File: config.mk
export PLATFORM = sky130hd
export DESIGN_NAME = pid_controller_with_integral_clamp
export DESIGN_NICKNAME = d
export VERILOG_FILES = /design/src/rtl/pidc_pkg.sv /design/src/rtl/pidc_ctrl.sv /design/src/rtl/pidc_dp.sv /design/src/rtl/pid_controller_with_integral_clamp.sv
export SDC_FILE = /design/constraint.sdc
export NUM_CORES = 2
export LEC_CHECK = 0
export BUFFER_PORTS_ARGS = -buffer_cell sky130_fd_sc_hd__buf_4
export CORE_ASPECT_RATIO = 0.7
export CORE_MARGIN = 2
export CORE_UTILIZATION = 25
export CTS_CLUSTER_SIZE = 40
export DETAILED_ROUTE_END_ITERATION = 16
export SETUP_SLACK_MARGIN = 0.2
export SYNTH_ARGS = -nofsm -noshare
export SYNTH_HDL_FRONTEND = slang
export SYNTH_HIERARCHICAL = 1
export SYNTH_SLANG_ARGS = --single-unit
File: constraint.sdc
create_clock -name clk -period 12.6 [get_ports clk]
set_clock_uncertainty 0.05 [all_clocks]
set_input_delay 2.52 -clock clk [delete_from_list [all_inputs] [get_ports clk]]
set_output_delay 2.52 -clock clk [all_outputs]
set_load 0.02 [all_outputs]
File: src/rtl/pidc_pkg.sv
// ============================================================================
// pidc_pkg
// Shared types and constants of the PID controller with integral clamp.
// ============================================================================
`default_nettype none

package pidc_pkg;

    localparam int DATA_W   = 32;
    localparam int MS_W     = 16;
    localparam int LIM_W    = 48;
    localparam int ERR_W    = DATA_W + 1;
    localparam int DIFF_W   = ERR_W + 1;
    localparam int ISUM_W   = 50;
    localparam int DERIV_W  = DIFF_W + 1;
    localparam int DIGIT_W  = 16;
    localparam int MOP_W    = 64;
    localparam int PROD_W   = DATA_W + DIGIT_W + 1;
    localparam int ACC_W    = 84;
    localparam int SAT_W    = ACC_W - DIGIT_W;
    localparam int IDX_W    = 3;
    localparam int DIV_STEPS = DIFF_W;
    localparam int DCNT_W   = 6;
    localparam int IN_W     = DATA_W + MS_W;

    localparam logic [IDX_W-1:0] CFG_PROP_GAIN  = 3'd0;
    localparam logic [IDX_W-1:0] CFG_INTEG_GAIN = 3'd1;
    localparam logic [IDX_W-1:0] CFG_DERIV_GAIN = 3'd2;
    localparam logic [IDX_W-1:0] CFG_OUT_MIN    = 3'd3;
    localparam logic [IDX_W-1:0] CFG_OUT_MAX    = 3'd4;
    localparam logic [IDX_W-1:0] CFG_INT_LIMIT  = 3'd5;
    localparam logic [IDX_W-1:0] CFG_TARGET     = 3'd6;

    localparam logic [1:0] DIGIT_TOP_P = 2'd2;
    localparam logic [1:0] DIGIT_TOP_I = 2'd3;
    localparam logic [1:0] DIGIT_TOP_D = 2'd2;

    typedef enum logic [9:0] {
        ST_IDLE     = 10'b00_0000_0001,
        ST_INTEG    = 10'b00_0000_0010,
        ST_SUM      = 10'b00_0000_0100,
        ST_CLAMP    = 10'b00_0000_1000,
        ST_MUL_P    = 10'b00_0001_0000,
        ST_MUL_I    = 10'b00_0010_0000,
        ST_WAIT_DIV = 10'b00_0100_0000,
        ST_MUL_D    = 10'b00_1000_0000,
        ST_DRAIN    = 10'b01_0000_0000,
        ST_SAT      = 10'b10_0000_0000
    } state_t;

    typedef enum logic [1:0] {
        SEL_P = 2'd0,
        SEL_I = 2'd1,
        SEL_D = 2'd2
    } sel_t;

    typedef struct packed {
        logic              capture;
        logic              ems_mul;
        logic              div_start;
        logic              isum_add;
        logic              clamp;
        logic              acc_clr;
        logic              mul_en;
        sel_t              mul_sel;
        logic [1:0]        digit;
        logic              top;
        logic              deriv_load;
        logic              sat_load;
    } cmd_t;

    typedef struct packed {
        logic div_busy;
    } sts_t;

    typedef struct packed {
        logic [DATA_W-1:0] prop_gain;
        logic [DATA_W-1:0] integ_gain;
        logic [DATA_W-1:0] deriv_gain;
        logic [DATA_W-1:0] out_min;
        logic [DATA_W-1:0] out_max;
        logic [LIM_W-1:0]  integral_limit;
        logic [DATA_W-1:0] target;
    } cfg_t;

endpackage

`default_nettype wire

File: src/rtl/pidc_ctrl.sv
// ============================================================================
// pidc_ctrl
// Sequencer: steps the datapath through error, integral, divide, multiply
// digits and output saturation; owns the input and output handshakes.
// ============================================================================
`default_nettype none

module pidc_ctrl
    import pidc_pkg::*;
(
    input  wire logic clk,
    input  wire logic rst_n,
    input  wire logic in_valid,
    output logic      in_ready,
    output logic      out_valid,
    input  wire logic out_ready,
    input  wire sts_t sts,
    output cmd_t      cmd
);

    state_t     state_reg, state_next;
    logic [1:0] dig_reg, dig_next;
    logic       out_valid_reg, out_valid_next;
    logic       out_free;

    assign in_ready  = (state_reg == ST_IDLE);
    assign out_valid = out_valid_reg;
    assign out_free  = !out_valid_reg || out_ready;

    always_comb
    begin
        state_next     = state_reg;
        dig_next       = dig_reg;
        cmd            = '0;
        cmd.mul_sel    = SEL_P;
        cmd.digit      = dig_reg;
        out_valid_next = out_valid_reg && !out_ready;
        case (state_reg)
            ST_IDLE:
            begin
                if (in_valid)
                begin
                    cmd.capture = 1'b1;
                    state_next  = ST_INTEG;
                end
            end
            ST_INTEG:
            begin
                cmd.ems_mul   = 1'b1;
                cmd.div_start = 1'b1;
                state_next    = ST_SUM;
            end
            ST_SUM:
            begin
                cmd.isum_add = 1'b1;
                state_next   = ST_CLAMP;
            end
            ST_CLAMP:
            begin
                cmd.clamp   = 1'b1;
                cmd.acc_clr = 1'b1;
                dig_next    = 2'd0;
                state_next  = ST_MUL_P;
            end
            ST_MUL_P:
            begin
                cmd.mul_en  = 1'b1;
                cmd.mul_sel = SEL_P;
                cmd.top     = (dig_reg == DIGIT_TOP_P);
                dig_next    = dig_reg + 2'd1;
                if (dig_reg == DIGIT_TOP_P)
                begin
                    dig_next   = 2'd0;
                    state_next = ST_MUL_I;
                end
            end
            ST_MUL_I:
            begin
                cmd.mul_en  = 1'b1;
                cmd.mul_sel = SEL_I;
                cmd.top     = (dig_reg == DIGIT_TOP_I);
                dig_next    = dig_reg + 2'd1;
                if (dig_reg == DIGIT_TOP_I)
                begin
                    dig_next   = 2'd0;
                    state_next = ST_WAIT_DIV;
                end
            end
            ST_WAIT_DIV:
            begin
                if (!sts.div_busy)
                begin
                    cmd.deriv_load = 1'b1;
                    state_next     = ST_MUL_D;
                end
            end
            ST_MUL_D:
            begin
                cmd.mul_en  = 1'b1;
                cmd.mul_sel = SEL_D;
                cmd.top     = (dig_reg == DIGIT_TOP_D);
                dig_next    = dig_reg + 2'd1;
                if (dig_reg == DIGIT_TOP_D)
                begin
                    dig_next   = 2'd0;
                    state_next = ST_DRAIN;
                end
            end
            ST_DRAIN:
            begin
                state_next = ST_SAT;
            end
            ST_SAT:
            begin
                if (out_free)
                begin
                    cmd.sat_load   = 1'b1;
                    out_valid_next = 1'b1;
                    state_next     = ST_IDLE;
                end
            end
            default:
            begin
                state_next = ST_IDLE;
            end
        endcase
    end

    always_ff @(posedge clk or negedge rst_n)
    begin
        if (!rst_n)
        begin
            state_reg     <= ST_IDLE;
            dig_reg       <= 2'd0;
            out_valid_reg <= 1'b0;
        end
        else
        begin
            state_reg     <= state_next;
            dig_reg       <= dig_next;
            out_valid_reg <= out_valid_next;
        end
    end

    a_sat_slot_free: assert property (@(posedge clk) disable iff (!rst_n)
        cmd.sat_load |-> (!out_valid_reg || out_ready))
        else $error("result loaded over an untaken result");

    a_idle_div_quiet: assert property (@(posedge clk) disable iff (!rst_n)
        in_ready |-> !sts.div_busy)
        else $error("divider busy while idle");

    a_accept_starts: assert property (@(posedge clk) disable iff (!rst_n)
        (in_valid && in_ready) |=> (state_reg == ST_INTEG))
        else $error("accepted beat did not start the sequence");

    a_deriv_after_div: assert property (@(posedge clk) disable iff (!rst_n)
        (cmd.mul_en && cmd.mul_sel == SEL_D) |-> !sts.div_busy)
        else $error("derivative digit issued before divide finished");

endmodule

`default_nettype wire

File: src/rtl/pidc_dp.sv
// ============================================================================
// pidc_dp
// Datapath: error, integral clamp, restoring divider, shared 32x17
// multiplier with digit accumulator, and output saturation register.
// ============================================================================
`default_nettype none

module pidc_dp
    import pidc_pkg::*;
(
    input  wire logic              clk,
    input  wire logic              rst_n,
    input  wire cmd_t              cmd,
    input  wire cfg_t              cfg,
    input  wire logic [DATA_W-1:0] measured_value,
    input  wire logic [MS_W-1:0]   elapsed_ms,
    output sts_t                   sts,
    output logic [DATA_W-1:0]      drive_value
);

    logic signed [ERR_W-1:0]   err_reg;
    logic [MS_W-1:0]           ms_reg;
    logic signed [ISUM_W-1:0]  ems_reg;
    logic signed [ISUM_W-1:0]  isum_raw_reg;
    logic signed [ISUM_W-1:0]  isum_reg;
    logic signed [ISUM_W-1:0]  integral_sum_reg;
    logic signed [ERR_W-1:0]   prev_err_reg;

    logic [MS_W-1:0]           rem_reg;
    logic [DIFF_W-1:0]         quo_reg;
    logic [DCNT_W-1:0]         cnt_reg;
    logic                      busy_reg;
    logic                      neg_reg;
    logic signed [DERIV_W-1:0] deriv_reg;

    logic signed [PROD_W-1:0]  prod_reg;
    logic [1:0]                pd_reg;
    logic                      pv_reg;
    logic signed [ACC_W-1:0]   acc_reg;
    logic [DATA_W-1:0]         drive_reg;

    logic signed [ERR_W-1:0]   err_next;
    logic signed [DIFF_W-1:0]  diff;
    logic [DIFF_W-1:0]         diff_mag;
    logic [MS_W:0]             div_sh;
    logic [MS_W+1:0]           div_trial;
    logic signed [ISUM_W-1:0]  lim_pos;
    logic signed [ISUM_W-1:0]  lim_neg;
    logic signed [ISUM_W-1:0]  isum_clamped;
    logic [DIFF_W:0]           quo_ext;
    logic [MOP_W-1:0]          mop;
    logic [DIGIT_W-1:0]        digit;
    logic signed [DIGIT_W:0]   digit_s;
    logic signed [DATA_W-1:0]  gain;
    logic signed [ACC_W-1:0]   prod_ext;
    logic signed [ACC_W-1:0]   addend;
    logic signed [SAT_W-1:0]   acc_sh;
    logic signed [SAT_W-1:0]   lo_b;
    logic signed [SAT_W-1:0]   hi_b;
    logic [DATA_W-1:0]         sat_val;

    assign err_next = $signed({cfg.target[DATA_W-1], cfg.target})
                    - $signed({measured_value[DATA_W-1], measured_value});
    assign diff     = $signed({err_reg[ERR_W-1], err_reg})
                    - $signed({prev_err_reg[ERR_W-1], prev_err_reg});
    assign diff_mag = diff[DIFF_W-1] ? (~diff + 1'b1) : diff;

    assign div_sh    = {rem_reg, quo_reg[DIFF_W-1]};
    assign div_trial = {1'b0, div_sh} - {2'b00, ms_reg};

    assign lim_pos = $signed({2'b00, cfg.integral_limit});
    assign lim_neg = -lim_pos;

    always_comb
    begin
        if (isum_raw_reg > lim_pos)
            isum_clamped = lim_pos;
        else if (isum_raw_reg < lim_neg)
            isum_clamped = lim_neg;
        else
            isum_clamped = isum_raw_reg;
    end

    assign quo_ext = {1'b0, quo_reg};

    always_comb
    begin
        case (cmd.mul_sel)
            SEL_P:
            begin
                mop  = {{(MOP_W-ERR_W){err_reg[ERR_W-1]}}, err_reg};
                gain = $signed(cfg.prop_gain);
            end
            SEL_I:
            begin
                mop  = {{(MOP_W-ISUM_W){isum_reg[ISUM_W-1]}}, isum_reg};
                gain = $signed(cfg.integ_gain);
            end
            SEL_D:
            begin
                mop  = {{(MOP_W-DERIV_W){deriv_reg[DERIV_W-1]}}, deriv_reg};
                gain = $signed(cfg.deriv_gain);
            end
            default:
            begin
                mop  = '0;
                gain = '0;
            end
        endcase
    end

    assign digit   = mop[DIGIT_W*cmd.digit +: DIGIT_W];
    assign digit_s = $signed({cmd.top & digit[DIGIT_W-1], digit});

    assign prod_ext = $signed({{(ACC_W-PROD_W){prod_reg[PROD_W-1]}}, prod_reg});

    always_comb
    begin
        case (pd_reg)
            2'd0:    addend = prod_ext;
            2'd1:    addend = prod_ext <<< DIGIT_W;
            2'd2:    addend = prod_ext <<< (2*DIGIT_W);
            2'd3:    addend = prod_ext <<< (3*DIGIT_W);
            default: addend = prod_ext;
        endcase
    end

    assign acc_sh = acc_reg[ACC_W-1:DIGIT_W];
    assign lo_b   = $signed({{(SAT_W-DATA_W){cfg.out_min[DATA_W-1]}}, cfg.out_min});
    assign hi_b   = $signed({{(SAT_W-DATA_W){cfg.out_max[DATA_W-1]}}, cfg.out_max});

    always_comb
    begin
        if (acc_sh < lo_b)
            sat_val = cfg.out_min;
        else if (acc_sh > hi_b)
            sat_val = cfg.out_max;
        else
            sat_val = acc_sh[DATA_W-1:0];
    end

    always_ff @(posedge clk or negedge rst_n)
    begin
        if (!rst_n)
        begin
            integral_sum_reg <= '0;
            prev_err_reg     <= '0;
            busy_reg         <= 1'b0;
            cnt_reg          <= '0;
            pv_reg           <= 1'b0;
        end
        else
        begin
            if (cmd.clamp)
            begin
                integral_sum_reg <= isum_clamped;
                prev_err_reg     <= err_reg;
            end
            if (cmd.div_start)
            begin
                busy_reg <= 1'b1;
                cnt_reg  <= DCNT_W'(DIV_STEPS);
            end
            else if (busy_reg)
            begin
                cnt_reg <= cnt_reg - 1'b1;
                if (cnt_reg == DCNT_W'(1))
                    busy_reg <= 1'b0;
            end
            pv_reg <= cmd.mul_en;
        end
    end

    always_ff @(posedge clk)
    begin
        if (cmd.capture)
        begin
            err_reg <= err_next;
            ms_reg  <= elapsed_ms;
        end
        if (cmd.ems_mul)
            ems_reg <= err_reg * $signed({1'b0, ms_reg});
        if (cmd.isum_add)
            isum_raw_reg <= integral_sum_reg + ems_reg;
        if (cmd.clamp)
            isum_reg <= isum_clamped;
        if (cmd.div_start)
        begin
            quo_reg <= diff_mag;
            rem_reg <= '0;
            neg_reg <= diff[DIFF_W-1];
        end
        else if (busy_reg)
        begin
            if (!div_trial[MS_W+1])
            begin
                rem_reg <= div_trial[MS_W-1:0];
                quo_reg <= {quo_reg[DIFF_W-2:0], 1'b1};
            end
            else
            begin
                rem_reg <= div_sh[MS_W-1:0];
                quo_reg <= {quo_reg[DIFF_W-2:0], 1'b0};
            end
        end
        if (cmd.deriv_load)
        begin
            if (ms_reg == '0)
                deriv_reg <= '0;
            else if (neg_reg)
                deriv_reg <= $signed(~quo_ext + 1'b1);
            else
                deriv_reg <= $signed(quo_ext);
        end
        if (cmd.mul_en)
        begin
            prod_reg <= gain * digit_s;
            pd_reg   <= cmd.digit;
        end
        if (cmd.acc_clr)
            acc_reg <= '0;
        else if (pv_reg)
            acc_reg <= acc_reg + addend;
        if (cmd.sat_load)
            drive_reg <= sat_val;
    end

    assign sts.div_busy = busy_reg;
    assign drive_value  = drive_reg;

endmodule

`default_nettype wire

File: src/rtl/pid_controller_with_integral_clamp.sv
// ============================================================================
// pid_controller_with_integral_clamp
// PID controller in signed Q16.16 with clamped integral and saturated drive.
// ============================================================================
// Usage:
//   Write gains, limits and target on the cfg channel (index 0..6) while the
//   block is idle; cfg_ready is always high and unknown indexes are dropped.
//   Each s_axis beat carries one measurement and the milliseconds since the
//   previous one; each beat yields exactly one m_axis beat with the drive.
// Sequence:
//   An accepted input beat runs the 34-step restoring divider for the
//   derivative; the ten 32x17 multiply digits of the three gain products share
//   one multiplier, the proportional and integral digits beside the divider and
//   the derivative digits after it. No new input beat is taken until then.
// Stall:
//   The result sits in an output register; a new input beat is taken while
//   it waits. A finished item holds in its last step until the register
//   frees up, and s_axis_tready stays low meanwhile.
// Reset:
//   rst_n clears the integral, the previous error and the sequencer and
//   loads the register defaults (zero gains and target, full output range,
//   largest integral limit).
// ============================================================================
`default_nettype none

module pid_controller_with_integral_clamp
    import pidc_pkg::*;
(
    input  wire logic              clk,
    input  wire logic              rst_n,
    input  wire logic              s_axis_tvalid,
    output logic                   s_axis_tready,
    input  wire logic [IN_W-1:0]   s_axis_tdata,   // measured_value, elapsed_ms
    output logic                   m_axis_tvalid,
    input  wire logic              m_axis_tready,
    output logic [DATA_W-1:0]      m_axis_tdata,   // drive_value
    input  wire logic              cfg_valid,
    output logic                   cfg_ready,
    input  wire logic [IDX_W-1:0]  cfg_index,
    input  wire logic [LIM_W-1:0]  cfg_data
);

    cfg_t cfg_reg;
    cmd_t cmd;
    sts_t sts;

    assign cfg_ready = 1'b1;

    always_ff @(posedge clk or negedge rst_n)
    begin
        if (!rst_n)
        begin
            cfg_reg.prop_gain      <= '0;
            cfg_reg.integ_gain     <= '0;
            cfg_reg.deriv_gain     <= '0;
            cfg_reg.out_min        <= {1'b1, {(DATA_W-1){1'b0}}};
            cfg_reg.out_max        <= {1'b0, {(DATA_W-1){1'b1}}};
            cfg_reg.integral_limit <= '1;
            cfg_reg.target         <= '0;
        end
        else if (cfg_valid)
        begin
            case (cfg_index)
                CFG_PROP_GAIN:  cfg_reg.prop_gain      <= cfg_data[DATA_W-1:0];
                CFG_INTEG_GAIN: cfg_reg.integ_gain     <= cfg_data[DATA_W-1:0];
                CFG_DERIV_GAIN: cfg_reg.deriv_gain     <= cfg_data[DATA_W-1:0];
                CFG_OUT_MIN:    cfg_reg.out_min        <= cfg_data[DATA_W-1:0];
                CFG_OUT_MAX:    cfg_reg.out_max        <= cfg_data[DATA_W-1:0];
                CFG_INT_LIMIT:  cfg_reg.integral_limit <= cfg_data;
                CFG_TARGET:     cfg_reg.target         <= cfg_data[DATA_W-1:0];
                default:        cfg_reg.target         <= cfg_reg.target;
            endcase
        end
    end

    pidc_ctrl u_ctrl
    (
        .clk       (clk),
        .rst_n     (rst_n),
        .in_valid  (s_axis_tvalid),
        .in_ready  (s_axis_tready),
        .out_valid (m_axis_tvalid),
        .out_ready (m_axis_tready),
        .sts       (sts),
        .cmd       (cmd)
    );

    pidc_dp u_dp
    (
        .clk            (clk),
        .rst_n          (rst_n),
        .cmd            (cmd),
        .cfg            (cfg_reg),
        .measured_value (s_axis_tdata[DATA_W-1:0]),
        .elapsed_ms     (s_axis_tdata[IN_W-1:DATA_W]),
        .sts            (sts),
        .drive_value    (m_axis_tdata)
    );

endmodule

`default_nettype wire

==> report_table.html <==
<table>
<tr><th>Metric</th><th>Value</th></tr>
<tr><th colspan="2">Finish</th></tr>
<tr><td>End-of-flow core utilization</td><td>0.278</td></tr>
<tr><td>Share of post-route cells with drive strength above 1</td><td>0.0923</td></tr>
<tr><td>Net total in the final layout</td><td>about 11,000</td></tr>
<tr><td>Fill cell count</td><td>38,000</td></tr>
<tr><td>Total area of sequential cells</td><td>around 21,000 sq um</td></tr>
<tr><td>Area growth from synthesis to layout</td><td>10.7%</td></tr>
<tr><td>Multi-input gate area</td><td>about 61,000 sq um</td></tr>
<tr><td>Flip-flop count of the largest register after layout</td><td>240</td></tr>
<tr><td>Final instance count without filler cells</td><td>approximately 14,000</td></tr>
<tr><td>Summed area of non-filler cells in the final layout</td><td>just under 100,000 sq um</td></tr>
<tr><th colspan="2">Routing</th></tr>
<tr><td>Antenna Violating Nets Remaining</td><td>0</td></tr>
<tr><td>Routed WL</td><td>just over 300,000 um</td></tr>
<tr><td>Number of DRC markers after the initial detailed-route iteration</td><td>~7,400</td></tr>
<tr><td>First-pass detailed-route iteration total</td><td>8</td></tr>
<tr><td>DR vias/cell</td><td>~4.8</td></tr>
<tr><td>Total number of vias</td><td>69,400</td></tr>
<tr><td>Number of DRC violations after detailed routing</td><td>0</td></tr>
<tr><td>Avg WL per Cell</td><td>between 20 and 25 um</td></tr>
<tr><th colspan="2">Worst setup path</th></tr>
<tr><td>Launching element of the worst setup path</td><td>u_ctrl/state_reg[2]</td></tr>
<tr><td>Termination of the worst setup path</td><td>u_dp/prod_reg[45]</td></tr>
<tr><td>R2r worst-path depth</td><td>32</td></tr>
<tr><td>Slowest-stage cell, CP</td><td>o221a_2</td></tr>
<tr><td>Setup slack of the most critical reg-to-reg path</td><td>approximately 980 ps</td></tr>
<tr><td>Cell occurring most often along the worst timing path</td><td>fa_1</td></tr>
<tr><td>CP peak stage delay</td><td>between 900 and 1000 ps</td></tr>
<tr><td>CP max FO</td><td>between 40 and 50</td></tr>
<tr><td>Endpoint of the lowest-slack register-to-register path</td><td>u_dp/prod_reg[45]</td></tr>
<tr><td>Required time of the worst setup path</td><td>approximately 13,000 ps</td></tr>
<tr><td>Data arrival time at the worst-slack endpoint</td><td>11,980 ps</td></tr>
<tr><td>Setup crit end kind</td><td>register</td></tr>
<tr><td>Launch point of the worst reg-to-reg path</td><td>u_ctrl/state_reg[2]</td></tr>
<tr><td>Startpoint-to-endpoint class of the critical path</td><td>reg -&gt; reg</td></tr>
<tr><td>Critical path startpoint category</td><td>register</td></tr>
<tr><th colspan="2">Yosys</th></tr>
<tr><td>Unique cell type count in the Yosys netlist</td><td>between 90 and 100</td></tr>
<tr><td>Mean instance size in the synthesized netlist</td><td>9.33 sq um</td></tr>
<tr><td>Number of nets produced by synthesis</td><td>around 11,000</td></tr>
<tr><td>Number of standard cells after synthesis</td><td>about 9,600</td></tr>
<tr><td>Leading register cell type out of synthesis</td><td>edfxtp_1</td></tr>
<tr><td>Seq cells post-synth</td><td>just under 800</td></tr>
<tr><td>Leading cell type by number of instances after synthesis</td><td>inv_1</td></tr>
<tr><td>Number of enable-type register cells in the synthesized netlist</td><td>~350</td></tr>
<tr><td>Share of the yosys chip area belonging to registers</td><td>0.237</td></tr>
<tr><td>Number of warnings issued by yosys</td><td>6</td></tr>
<tr><td>Fraction of post-synthesis cell area in the top cell type by area</td><td>0.230</td></tr>
<tr><td>Async set-reset flop share out of synthesis</td><td>0.432</td></tr>
<tr><td>Synthesized area</td><td>approximately 90,000 sq um</td></tr>
<tr><td>Top cells by instance count after synthesis</td><td>inv_1, fa_1, nand2_1</td></tr>
<tr><td>Top cells by area, synth</td><td>fa_1, edfxtp_1, ha_1</td></tr>
<tr><td>Largest area contributor in the synthesized netlist</td><td>fa_1</td></tr>
<tr><th colspan="2">Floorplanning</th></tr>
<tr><td>Cell Rows</td><td>184</td></tr>
<tr><td>Area of the placeable core</td><td>358,000 sq um</td></tr>
<tr><td>Area enclosed by the die boundary</td><td>about 360,000 sq um</td></tr>
<tr><td>Num ports</td><td>roughly 140</td></tr>
<tr><td>Height of the die</td><td>between 500 and 600 um</td></tr>
<tr><td>Starting Density</td><td>0.251</td></tr>
<tr><td>Chip Width</td><td>roughly 700 um</td></tr>
<tr><th colspan="2">Timing</th></tr>
<tr><td>Post-layout minimum cycle time</td><td>about 12,000 ps</td></tr>
<tr><td>Relative slew slack</td><td>0.127</td></tr>
<tr><td>Count of final max-slew check failures</td><td>0</td></tr>
<tr><td>Share of the clock period used by the worst path</td><td>0.922</td></tr>
<tr><td>Setup repair after global routing missed its margin</td><td>no</td></tr>
<tr><td>Upper clock frequency limit</td><td>~86 MHz</td></tr>
<tr><td>Slew at the pin closest to its max-slew limit</td><td>roughly 1300 ps</td></tr>
<tr><td>Setup Viol. Count Final</td><td>0</td></tr>
<tr><td>Endpoints failing hold</td><td>0</td></tr>
<tr><td>Setup TNS</td><td>0 ps</td></tr>
<tr><th colspan="2">Clocking</th></tr>
<tr><td>CTS Sinks</td><td>approximately 800</td></tr>
<tr><td>Count of instances resized after the clock tree is built</td><td>0</td></tr>
<tr><td>Clock Latency Late Sink</td><td>between 700 and 800 ps</td></tr>
<tr><td>H-tree Lvls</td><td>3</td></tr>
<tr><td>TritonCTS Buffers</td><td>95</td></tr>
<tr><td>Clock-pin transition on the worst setup and hold timing paths</td><td>around 60 ps</td></tr>
<tr><td>Setup Fix Bufs, Post-CTS</td><td>0</td></tr>
<tr><td>CTS root buffer</td><td>clkbuf_16</td></tr>
<tr><td>Bufs on Longest Clock Path</td><td>3</td></tr>
<tr><td>Number of buffers inserted by hold repair at cts</td><td>0</td></tr>
<tr><td>Clock tree from TritonCTS</td><td>yes</td></tr>
<tr><th colspan="2">GRT</th></tr>
<tr><td>Global-route wire length before repair</td><td>453,000 um</td></tr>
<tr><td>Global Route Usage Sum</td><td>0.164</td></tr>
<tr><td>Vias in the first global route</td><td>between 60,000 and 70,000</td></tr>
<tr><td>Initial antenna violation count</td><td>29</td></tr>
<tr><td>Remaining global-route overflow</td><td>0</td></tr>
<tr><td>Pin count of the biggest net entering global routing</td><td>between 100 and 150</td></tr>
<tr><th colspan="2">Job</th></tr>
<tr><td>Max-capacitance violation count</td><td>0</td></tr>
<tr><th colspan="2">Place</th></tr>
<tr><td>Placed cells</td><td>14,200</td></tr>
<tr><td>Port-buffer cells</td><td>137</td></tr>
<tr><td>Routability congestion estimate from global placement</td><td>~0.96</td></tr>
<tr><td>Total cell area at the placement stage</td><td>about 96,000 sq um</td></tr>
<tr><td>Post-detailed-placement half-perimeter wirelength</td><td>~230,000 um</td></tr>
<tr><th colspan="2">Worst hold path</th></tr>
<tr><td>Worst hold path type</td><td>reg -&gt; reg</td></tr>
<tr><th colspan="2">Run status</th></tr>
<tr><td>Run status</td><td>finished clean</td></tr>
</table>
final cells by class:
type | instances | share of cell area
clock buffers | 118 | 0.0256
multi-input cells | 6902 | 0.618
well taps | 4743 | 0.0597
diodes | 10 | 0.000252
flip-flops and latches | 796 | 0.214
repair buffers | 261 | 0.0200
inverters | 1474 | 0.0557
clock inverters | 61 | 0.00667
routing by layer:
| layer | global-route usage | vias to the layer above | share of wire |
|---|---|---|---|
| met5 | 0.00695 | - | 0.0012 |
| met4 | 0.0527 | 6 | 0.035 |
| met3 | 0.0401 | 374 | 0.10 |
| met2 | 0.221 | 2896 | 0.38 |
| met1 | 0.250 | 34600 | 0.48 |
| li1 | - | 31600 | - |
worst min path at each step:
| stage | cells past startpoint | endpoint | from |
|---|---|---|---|
| finish | 2 | u_dp/acc_reg[9] | u_dp/acc_reg[9] |
| CTS | 2 | u_dp/acc_reg[9] | u_dp/acc_reg[9] |
| global route | 1 | cfg_reg[230] | cfg_reg[230] |
| floorplan | 2 | u_dp/acc_reg[9] | u_dp/acc_reg[9] |
| global placement | 1 | cfg_reg[231] | cfg_reg[231] |
| detailed placement | 1 | cfg_reg[230] | cfg_reg[230] |
cell families after synthesis:
logic type,count (synthesis),synth area share
adders and majority gates,1717,0.325
and+or+nand+nor,2590,0.133
AOI/OAI and AO/OA,1623,0.116
other,1,0.0000417
buffers and inverters,1928,0.0817
muxes,581,0.0689
xor gates and xnor gates,390,0.0380
DFF,796,0.237
cells in the final DEF, fill, tap and decap left out, types with 32 or more instances in the layout:
master	instances
a211oi_1	54
a21o_1	318
a21oi_1	495
a31o_2	32
a31oi_1	63
and2_1	261
and3_1	38
buf_4	258
clkbuf_16	96
dfrtp_1	262
dfstp_2	81
dfxtp_1	100
edfxtp_1	352
fa_1	1030
ha_1	687
inv_1	1471
mux2_2	286
mux2i_1	278
nand2_1	921
nand2b_1	68
nand3_1	93
nand4_1	114
nor2_1	763
nor2b_1	72
nor3_1	101
o211ai_1	32
o21a_1	51
o21ai_0	294
o21bai_1	45
o31ai_1	32
xnor2_1	244
xor2_1	146
stage by stage:
| stage | worst slack [ps] | hold WS, ps |
|---|---|---|
| after floorplan | 2300 | 395 |
| after detailed placement | 1360 | 424 |
| after global routing | 455 | 444 |
| final | 983 | 433 |
| after CTS | 1220 | 437 |
| after global placement | 1470 | 417 |
critical path: cells and delay by family (launching register included):
family                   cells  cell delay [ps]
XOR/XNOR                     1              160
flip-flops                   1              510
buffers and inverters        5              880
adder cells (fa/ha/maj)      7             3460
AO/OA/AOI/OAI               13             4350
AND/OR/NAND/NOR              6             1760
Power is left out: the tool's default activity adds up to more than one toggle a clock period on the data nets, which glitch-free logic cannot reach.
